--- config.mk ---
export PLATFORM = sky130hd
export DESIGN_NAME = gls_ram
export DESIGN_NICKNAME = d
export VERILOG_FILES = /design/src/hw/rtl/gls_ram.sv
export SDC_FILE = /design/constraint.sdc
export NUM_CORES = 2
export LEC_CHECK = 0
export BUFFER_PORTS_ARGS = -buffer_cell sky130_fd_sc_hd__buf_2
export CAP_MARGIN = 0
export CORE_ASPECT_RATIO = 0.75
export CORE_MARGIN = 5
export CORE_UTILIZATION = 50
export CTS_CLUSTER_DIAMETER = 150
export DETAILED_ROUTE_END_ITERATION = 8
export PLACE_DENSITY = 0.74
export SLEW_MARGIN = 20
export SYNTH_ARGS = -nofsm -noshare
export SYNTH_HDL_FRONTEND = slang
export SYNTH_SLANG_ARGS = --single-unit
--- constraint.sdc ---
create_clock -name clk -period 9.9 [get_ports clk]
set_input_delay 0 -clock clk [delete_from_list [all_inputs] [get_ports clk]]
set_output_delay 0 -clock clk [all_outputs]
set_load 0.01 [all_outputs]
--- src/hw/rtl/gls_ram.sv ---
// ----------------------------------------------------------------------------
// gls_ram: generic simple dual-port RAM
// One write port and one read port, read data registered.
// ----------------------------------------------------------------------------
module gls_ram #(
  parameter int WIDTH = 32,
  parameter int DEPTH = 72
) (
  input  logic                     clk,
  input  logic                     we,
  input  logic [$clog2(DEPTH)-1:0] waddr,
  input  logic [WIDTH-1:0]         wdata,
  input  logic [$clog2(DEPTH)-1:0] raddr,
  output logic [WIDTH-1:0]         rdata
);
  logic [WIDTH-1:0] mem [DEPTH];

  always_ff @(posedge clk) begin
    if (we) mem[waddr] <= wdata;
    rdata <= mem[raddr];
  end
endmodule

==> reports/results.ini <==
[timing]
tns_ns=0
rsz0062_at_grt=false
final.period_utilization_pct=39.4
skew_ns=0.0335
min_period_ns=3.90
setup_violations=0
final_hold_viol_count=0
slew_headroom_pct=12.0
worst_pin_slew_ns=1.31
drv_slew=0
fmax_mhz=256

[cts]
htree_levels=4
clk_pin_slew_ns=0.06
cts_resized=0
clk_latency_ns=0.86
holdBufCountCts=42
cts_tree=yes
cts_setup_buffers=0
clockBufferDepth=3
cts.sinks=2336
cts-root-buf=clkbuf_16
cts_buffers=201

[logic_synthesis]
syn-cell-area_um2=88700
ys_top_cells_by_area=edfxtp_1 78%, mux4_2 14%, mux2_2 1.4%
synth_edf_count=2304
async_reset_ff_share_pct=0
yosysWarnings=0
synth_top_area_share_pct=78.0
syn-num-nets=3865
ys_seq_area_share_pct=78.7
synth_seq_cells=2336
synthCells=3817
ys_types=42
syn_area_per_cell_um2=23.2
synth_largest_area_cell=edfxtp_1
synth_flop_cell=edfxtp_1

[finish]
finalInstanceArea_um2=99700
final_cells=6617
layout_commonest_cell=edfxtp_1
fillerInstances=12400
multi_input_area_um2=18400
drive_above_1_share_pct=29.9
regArea_um2=69800
nNetsFinal=4130
syn_to_final_growth_pct=12.3
final_cell_mix=2304 x edfxtp_1, 555 x mux4_2, 201 x clkbuf_16

[placed_design]
gp_congestion=0.794
dp_hpwl_um=123000
placed_area_um2=92800
dpl.cell_count=6199
io_buffer_count=79

[routing]
viasPerCell=6.50
wl_per_cell_um=34.8
vias=43000
wirelength_um=230000
drt_iter0_markers=6923
first_pass_iters=6
drc=0
ant_nets=0

[global_routing]
grt_max_degree=132
antenna_found_initial=12
grt_use_total_pct=24.7
grt_pass1_wl_um=323000
grt_pass1_vias=43000
grt_overflow=0

[setup_path]
crit_type=input pin to flip-flop
startpoint_type=input pin
cp-end-kind=flip-flop
required_ns=10.55
arrival_ns=4.55
crit_fanout=131

[floorplan]
core_um2=176000
fp.dieW_um=496
placementRows=133
die-area_um2=186000
start_util_pct=50.4
io_pins=80
die_y_um=375

[power_and_ir_drop]
leakage_uw=0.0309
total_power_uw=19700
power_density_nw_per_um2=198
ir_drop_v=0.000174

[outcome]
outcome=complete, no violations

[job]
cap_violations=0

[worst_hold_path]
hold_path_class=input pin to flip-flop

## registers in the layout (all words and copies together), names as in the netlist
register,count
rdata,32
mem,2304
## report_power, final
group          switching [uW]  internal, uW
sequential               35.5         10900
clock                    3580          4210
combinational             606           350
total                    4220         15500
## path summary, 6_finish.rpt
check | from | to | slack (ns) | cells after the start
hold / removal | raddr[4] | rdata[1]$_DFF_P_ | 0.09 | 5
hold reg to reg | mem[14][4]$_DFFE_PP_ | rdata[4]$_DFF_P_ | 0.86 | 5
setup reg to reg | mem[47][31]$_DFFE_PP_ | rdata[31]$_DFF_P_ | 7.21 | 4
setup / recovery | raddr[0] | rdata[31]$_DFF_P_ | 6.00 | 7
## stage by stage
stage / utilization (%) / setup slack (ns) / hold WS [ns]
floorplan: - / 6.73 / 0.0989
global placement: 52.7 / 4.96 / 0.442
detailed placement: 52.7 / 5.33 / 0.446
CTS: 56.6 / 6.26 / 0.0366
global route: 56.7 / 5.82 / 0.106
finish: 56.7 / 6.00 / 0.0943
## worst max-delay path, stage by stage
cell,delay [ns]
buf_8,0.66
buf_12,0.69
buf_4,0.58
mux4_2,0.58
mux4_2,0.47
o21ai_0,1.01
nand3_1,0.16
## cell usage after synthesis (32+ instances only)
cell / count
mux2_2: 109
a22oi_1: 92
nand2_1: 46
mux2i_1: 119
nor2_1: 84
edfxtp_1: 2304
mux4_2: 555
nand3_1: 32
clkbuf_1: 77
o22ai_1: 57
dfxtp_1: 32
buf_2: 63
a211oi_1: 35
buf_4: 43
## layer usage
metal	vias to the layer above	wire length, um	GRT usage [%]	share of wire (%)
li1	16900	-	-	-
met1	22500	85200	34.9	37
met2	3159	103000	35.9	45
met3	427	34300	9.24	15
met4	6	7380	8.33	3.2
met5	-	34	0	0.015
## area by class of cell
class,instances,area share [%]
Tap cell,2362,2.96
Multi-Input combinational cell,1275,18.5
Sequential cell,2336,70.0
Timing Repair Buffer,267,2.03
Clock buffer,247,5.29
Clock inverter,122,1.20
Antenna cell,7,0.0176
Inverter,1,0.00377
## logic make-up after synthesis
group,count (synthesis),synth area share [%]
flops,2336,78.7
buf+inv,206,1.23
mux,783,16.8
simple gates,235,1.22
compound gates,257,2.04
Note: power is estimated with default switching activity, not from simulation.
