[config.mk]
export PLATFORM = sky130hd
export DESIGN_NAME = gls_div
export DESIGN_NICKNAME = d
export VERILOG_FILES = /design/src/hw/rtl/gls_pkg.sv /design/src/hw/rtl/gls_div.sv
export SDC_FILE = /design/constraint.sdc
export NUM_CORES = 1
export LEC_CHECK = 0
export BUFFER_PORTS_ARGS = -buffer_cell sky130_fd_sc_hd__buf_2
export CAP_MARGIN = 10
export CORE_ASPECT_RATIO = 0.6
export CORE_UTILIZATION = 50
export CTS_CLUSTER_DIAMETER = 50
export DETAILED_ROUTE_END_ITERATION = 16
export PLACE_DENSITY = 0.66
export SKIP_LAST_GASP = 1
export SYNTH_ARGS = -nofsm -noshare
export SYNTH_HDL_FRONTEND = slang
export SYNTH_SLANG_ARGS = --single-unit
export TNS_END_PERCENT = 1
[constraint.sdc]
create_clock -name clk -period 8.65 [get_ports clk]
set_clock_uncertainty 0.2 [all_clocks]
set_input_delay 0.4325 -clock clk [delete_from_list [all_inputs] [get_ports clk]]
set_output_delay 0.4325 -clock clk [all_outputs]
set_load 0.01 [all_outputs]
[src/hw/rtl/gls_pkg.sv]
// ----------------------------------------------------------------------------
// gls_pkg: shared types and constants for the linear solver
// Fixed-point helpers and status codes used by the solver modules.
// ----------------------------------------------------------------------------
package gls_pkg;

  localparam logic [1:0] STATUS_SOLVED   = 2'd0;
  localparam logic [1:0] STATUS_SINGULAR = 2'd1;
  localparam logic [1:0] STATUS_COUNT    = 2'd2;

  localparam logic signed [63:0] S32_MAX = 64'sd2147483647;
  localparam logic signed [63:0] S32_MIN = -64'sd2147483648;

  typedef struct packed {
    logic start;
    logic signed [31:0] num;
    logic signed [31:0] den;
  } div_req_t;

  function automatic logic signed [31:0] sat32(input logic signed [63:0] v);
    logic signed [31:0] r;
    if (v > S32_MAX) r = 32'sh7fffffff;
    else if (v < S32_MIN) r = 32'sh80000000;
    else r = v[31:0];
    return r;
  endfunction

endpackage

[src/hw/rtl/gls_div.sv]
// ----------------------------------------------------------------------------
// gls_div: sequential Q16.16 divider
// Computes (num * 2^16) / den truncated toward zero, saturated, one bit a cycle.
// ----------------------------------------------------------------------------
module gls_div
  import gls_pkg::*;
(
  input  logic               clk,
  input  logic               rst,
  input  div_req_t           req,
  output logic               done,
  output logic signed [31:0] quot
);
  logic [47:0] dividend;
  logic [31:0] divisor;
  logic [48:0] rem;
  logic [47:0] q;
  logic [5:0]  cnt;
  logic        busy;
  logic        neg;
  logic [48:0] trial;
  logic signed [63:0] sq;

  assign trial = {rem[47:0], dividend[47]} - {17'd0, divisor};
  assign sq    = neg ? -$signed({16'd0, q}) : $signed({16'd0, q});

  always_ff @(posedge clk) begin
    if (rst) begin
      busy <= 1'b0;
      done <= 1'b0;
    end else begin
      done <= 1'b0;
      if (req.start) begin
        busy     <= 1'b1;
        cnt      <= 6'd48;
        neg      <= req.num[31] ^ req.den[31];
        dividend <= {(req.num[31] ? 32'(-req.num) : 32'(req.num)), 16'd0};
        divisor  <= req.den[31] ? 32'(-req.den) : 32'(req.den);
        rem      <= '0;
        q        <= '0;
      end else if (busy) begin
        if (!trial[48]) begin
          rem <= trial;
          q   <= {q[46:0], 1'b1};
        end else begin
          rem <= {rem[47:0], dividend[47]};
          q   <= {q[46:0], 1'b0};
        end
        dividend <= {dividend[46:0], 1'b0};
        cnt      <= cnt - 6'd1;
        if (cnt == 6'd1) begin
          busy <= 1'b0;
          done <= 1'b1;
        end
      end
    end
  end

  assign quot = sat32(sq);

  a_done_idle: assert property (@(posedge clk) disable iff (rst) done |-> !busy)
    else $error("divider done while busy");
  a_no_restart: assert property (@(posedge clk) disable iff (rst) !(req.start && busy))
    else $error("divider started while busy");
  a_cnt_live: assert property (@(posedge clk) disable iff (rst) busy |-> cnt != 6'd0)
    else $error("divider count underflow");
endmodule

==> metrics list <==
* Dpl cell area: 12,300 µm²
* Power density over the cells: around 180 nW/µm²
- Remaining design rule violation count: 0
* Capture point of the worst reg-to-reg path: rem[45]
* Result of the run: finished clean
* Die area: 23,900 µm²
- After synthesis, the largest family of logic cells by area is simple AND/OR/NAND/NOR gates.
- Clock Root Buffer: sky130_fd_sc_hd__clkbuf_16
- CTS Hold Buffers Added: 0
- Transition time at the pin with the least slew margin: 1.10 ns
- Multiplexer share of the synthesized area: 1.06%
- In the global route stage, met2 resource usage came out at 28.4%.
- Across the VDD grid, the largest voltage drop is 132 µV.
* Effective utilization at floorplan: about half
* Met1 usage: 42.3%
- After the last flow step, the layout net total stands at between 1k and 1.5k.
* Register-to-register setup slack: 4.45 ns
* Post-synth top area share: 43.2%
* Die boundary height: 120 µm
- The clock passes through at most 2 buffers.
- Ports: 100
- Fraction of final layout cells with drive strength greater than 1: around 15%
* WHS: between 0.04 and 0.05 ns
* Setup TNS after final layout: 0 ns
* Path type of the worst min-delay path: in -> reg
- Maximum fanout along the worst path: 17
* Number of setup buffers added after CTS: 0
- Clock Pin Slew Worst Setup and Hold Paths: 0.07 ns
- After global routing, the most crowded layer is met1.
- For this run, the share of the core covered by cells in the final layout is between 50% and 60%.
- Minimum period implied by the final worst setup slack: 4.95 ns
* Register bit total from synthesis: 169
* Net count after synthesis: 1,303
* Per-instance average area after synthesis: about 9.7 µm²
* Share of the clock period used by the worst path: 57.2%
- For this run, the top clock speed supported by timing is 202 MHz.
- Compound-gate portion of the synthesized area: ~18%
* CP endpoint kind: output port
- The tool flagged a number of max-cap violations equal to 0.
- Netlist area before placement: 11,600 µm²
- Clock insertion delay at the later pin of the skew report: ~0.45 ns
- Total vias in the final route: 9,312
* Placer congestion estimate: ~0.94
- The number of antenna violations at the first check in global routing came to 0.
- The worst hold path terminates at divisor[0].
* Top flip-flop cell by instance count after synthesis: sky130_fd_sc_hd__edfxtp_1
* Wirelength per Cell: 17.4 µm
* Setup violators final: 0
- In the global route stage, met3 resource usage came out at under 10%.
- FILL cells: roughly 2.0k
* Number of enable-type register cells in the synthesized netlist: 167
- The core region is 22,400 µm².
* Antenna-violating nets left: 0
* PortBufs: around 100
* Hold path cells: 1
- Of the total synthesized cell area, the portion taken by full adders, half adders and majority gates is 4.16%.
* GR Util All Layers: 24.2%
- After synthesis, flip-flops and latches occupy 43.5% of the total area.
- Setup repair after global routing left no endpoint under its margin.
- Wire length after detailed routing: 27.6 mm
- Data on the critical path is required at its endpoint by 8.02 ns.
- Counting the buffers created by CTS gives 17.
* Placement Rows: 42
- 0 antenna diodes ended up in the layout.
- Startpoint Class: register
- Critical Path AT: 4.31 ns
* Startpoint-to-endpoint class of the critical path: reg -> out
- Delay-heaviest family, CP: simple AND/OR/NAND/NOR gates
* Synthesis-to-layout area growth: 11.2%
* Xor/xnor cell area share of the yosys netlist: 10.3%
- CTS saw 169 sinks.
- Number of max-slew violations in the final report: 0
- Summing all flip-flop and latch instances after layout gives approximately 5100 µm².
- Entering global routing, the biggest net connects 84 pins.
- The synthesized netlist contains 82 unique library cells.
- After clock tree synthesis, the repair step resized 0 gates.
- Worst path max stage delay: 0.66 ns
* Routed vias/inst: 5.85
- CTS H-tree depth: 4
- Horiz. Die Dim: 199 µm
* Number of DRC markers after the initial detailed-route iteration: roughly 860
* Total count of hold-check failures in the final report: 0
- Leading post-synthesis cells by cell area: sky130_fd_sc_hd__edfxtp_1, sky130_fd_sc_hd__xor2_1, sky130_fd_sc_hd__nor2_1
- The synthesized netlist devotes 19.3% of its cell area to simple gates.
- Initial DRT Pass Iterations: 5
- The number of buffers and inverters on the critical path is 2.
- Area of combinational cells with multiple inputs: 6090 µm²
- Number of cells traversed by the worst register-to-register path: 12
- Cell count after synthesis: 1,198
- Cells along the critical path: nor4_1 -> and4_1 -> nand4_1 -> o21ai_0 -> xor2_1 -> a2111oi_0 -> and4_1 -> nor2_2 -> buf_4 -> o21ai_0 -> buf_2
- Synth warn: 0
* Launch instance of the worst min-delay path: req[0]
- DP HPWL: 19.8 mm
- Dominant cell by count in the synthesized netlist: sky130_fd_sc_hd__edfxtp_1
* Async set or reset register ratio after synthesis: 0%
* Tightest slew margin relative to the limit: 26.9%
* Post-route cell area: ~13,000 µm²
* Standby leakage power: 4.88 nW
* Via count of the first global-routing pass: 8,188
* Leading cell types by count after synthesis: sky130_fd_sc_hd__edfxtp_1, sky130_fd_sc_hd__nor2_1, sky130_fd_sc_hd__a21oi_1, sky130_fd_sc_hd__xor2_1, sky130_fd_sc_hd__inv_1
- Clock tree from TritonCTS: built
- The largest individual stage delay along the critical path comes from the cell sky130_fd_sc_hd__nor4_1.
* Wire length of the first global-routing pass: 44.7 mm
* Reg2Reg Launch Point: dividend[47]
- Overflow after GRT: 0
- Summed over all instances, the cell type with the most area after synthesis is sky130_fd_sc_hd__edfxtp_1.
==> cells in the final DEF, fill, tap and decap left out, types with 10 or more instances in the layout <==
master                      count
sky130_fd_sc_hd__a21oi_1       92
sky130_fd_sc_hd__or3_1         17
sky130_fd_sc_hd__nand3_1       19
sky130_fd_sc_hd__xnor2_1       53
sky130_fd_sc_hd__o21ai_1       21
sky130_fd_sc_hd__nor4_1        17
sky130_fd_sc_hd__mux2i_1       10
sky130_fd_sc_hd__or4_1         15
sky130_fd_sc_hd__buf_2         98
sky130_fd_sc_hd__o41ai_1       13
sky130_fd_sc_hd__clkbuf_16     17
sky130_fd_sc_hd__xor2_1        83
sky130_fd_sc_hd__o31ai_1       33
sky130_fd_sc_hd__edfxtp_1     167
sky130_fd_sc_hd__a21o_1        12
sky130_fd_sc_hd__ha_1          37
sky130_fd_sc_hd__inv_1         64
sky130_fd_sc_hd__nor3_1        22
sky130_fd_sc_hd__nand4_1       17
sky130_fd_sc_hd__o21a_1        11
sky130_fd_sc_hd__nor2_1       134
sky130_fd_sc_hd__nor2b_1       49
sky130_fd_sc_hd__o21ai_0       54
sky130_fd_sc_hd__nand2_1       62
==> cell type report <==
type | count | area share [%]
inverter | 65 | 1.89
tap | 308 | 2.99
clock buffer | 19 | 3.35
timing repair buffer | 107 | 4.32
multi-input combinational | 911 | 47.2
sequential | 169 | 39.2
clock inverter | 13 | 1.05
==> power by group <==
group / total, mW / internal, mW / switching [mW]
clock network: 0.754 / 0.405 / 0.348
registers: 1.02 / 0.980 / 0.0424
logic: 0.533 / 0.207 / 0.326
total: 2.31 / 1.59 / 0.716
==> state kept, by name, indices dropped and copies added (netlist names) <==
signal	flops
neg	1
q	48
divisor	32
dividend	32
cnt	6
busy	1
rem	48
done	1
==> how the worst max path moves through the flow <==
stage            start  endpoint  slack (ns)  depth (start not counted)
2_1_floorplan  req[64]    cnt[0]        1.23                          4
3_3_place_gp     q[17]   quot[0]        4.35                         11
3_5_place_dp     q[17]   quot[0]        4.21                         11
4_1_cts          q[17]   quot[0]        3.73                         11
5_1_grt          q[17]   quot[0]        3.34                         11
6_report         q[17]   quot[0]        3.70                         11
==> layer usage <==
layer / routed length (µm) / part of all wire, % / up-vias
met1: 15300 / 55 / 4386
met4: 252 / 0.91 / 0
met5: 0 / 0 / -
li1: - / - / 4564
met2: 9850 / 36 / 340
met3: 2190 / 7.9 / 22
==> per-stage QoR <==
| stage | setup WS (ns) | power (mW) | cells |
|---|---|---|---|
| 4_1_cts | 3.73 | 2.31 | 1592 |
| 6_report | 3.70 | 2.31 | 1592 |
| 2_1_floorplan | 1.23 | 1.42 | 1198 |
| 3_3_place_gp | 4.35 | 1.55 | 1560 |
| 3_5_place_dp | 4.21 | 1.56 | 1560 |
| 5_1_grt | 3.34 | 2.42 | 1592 |
==> logic make-up after synthesis <==
kind of cell               Yosys count
and+or+nand+nor                    417
AOI/OAI and AO/OA                  308
xor gates and xnor gates           136
buffers and inverters              118
muxes                               12
DFF                                169
adders and majority gates           38
Note: power is estimated with default switching activity, not from simulation.
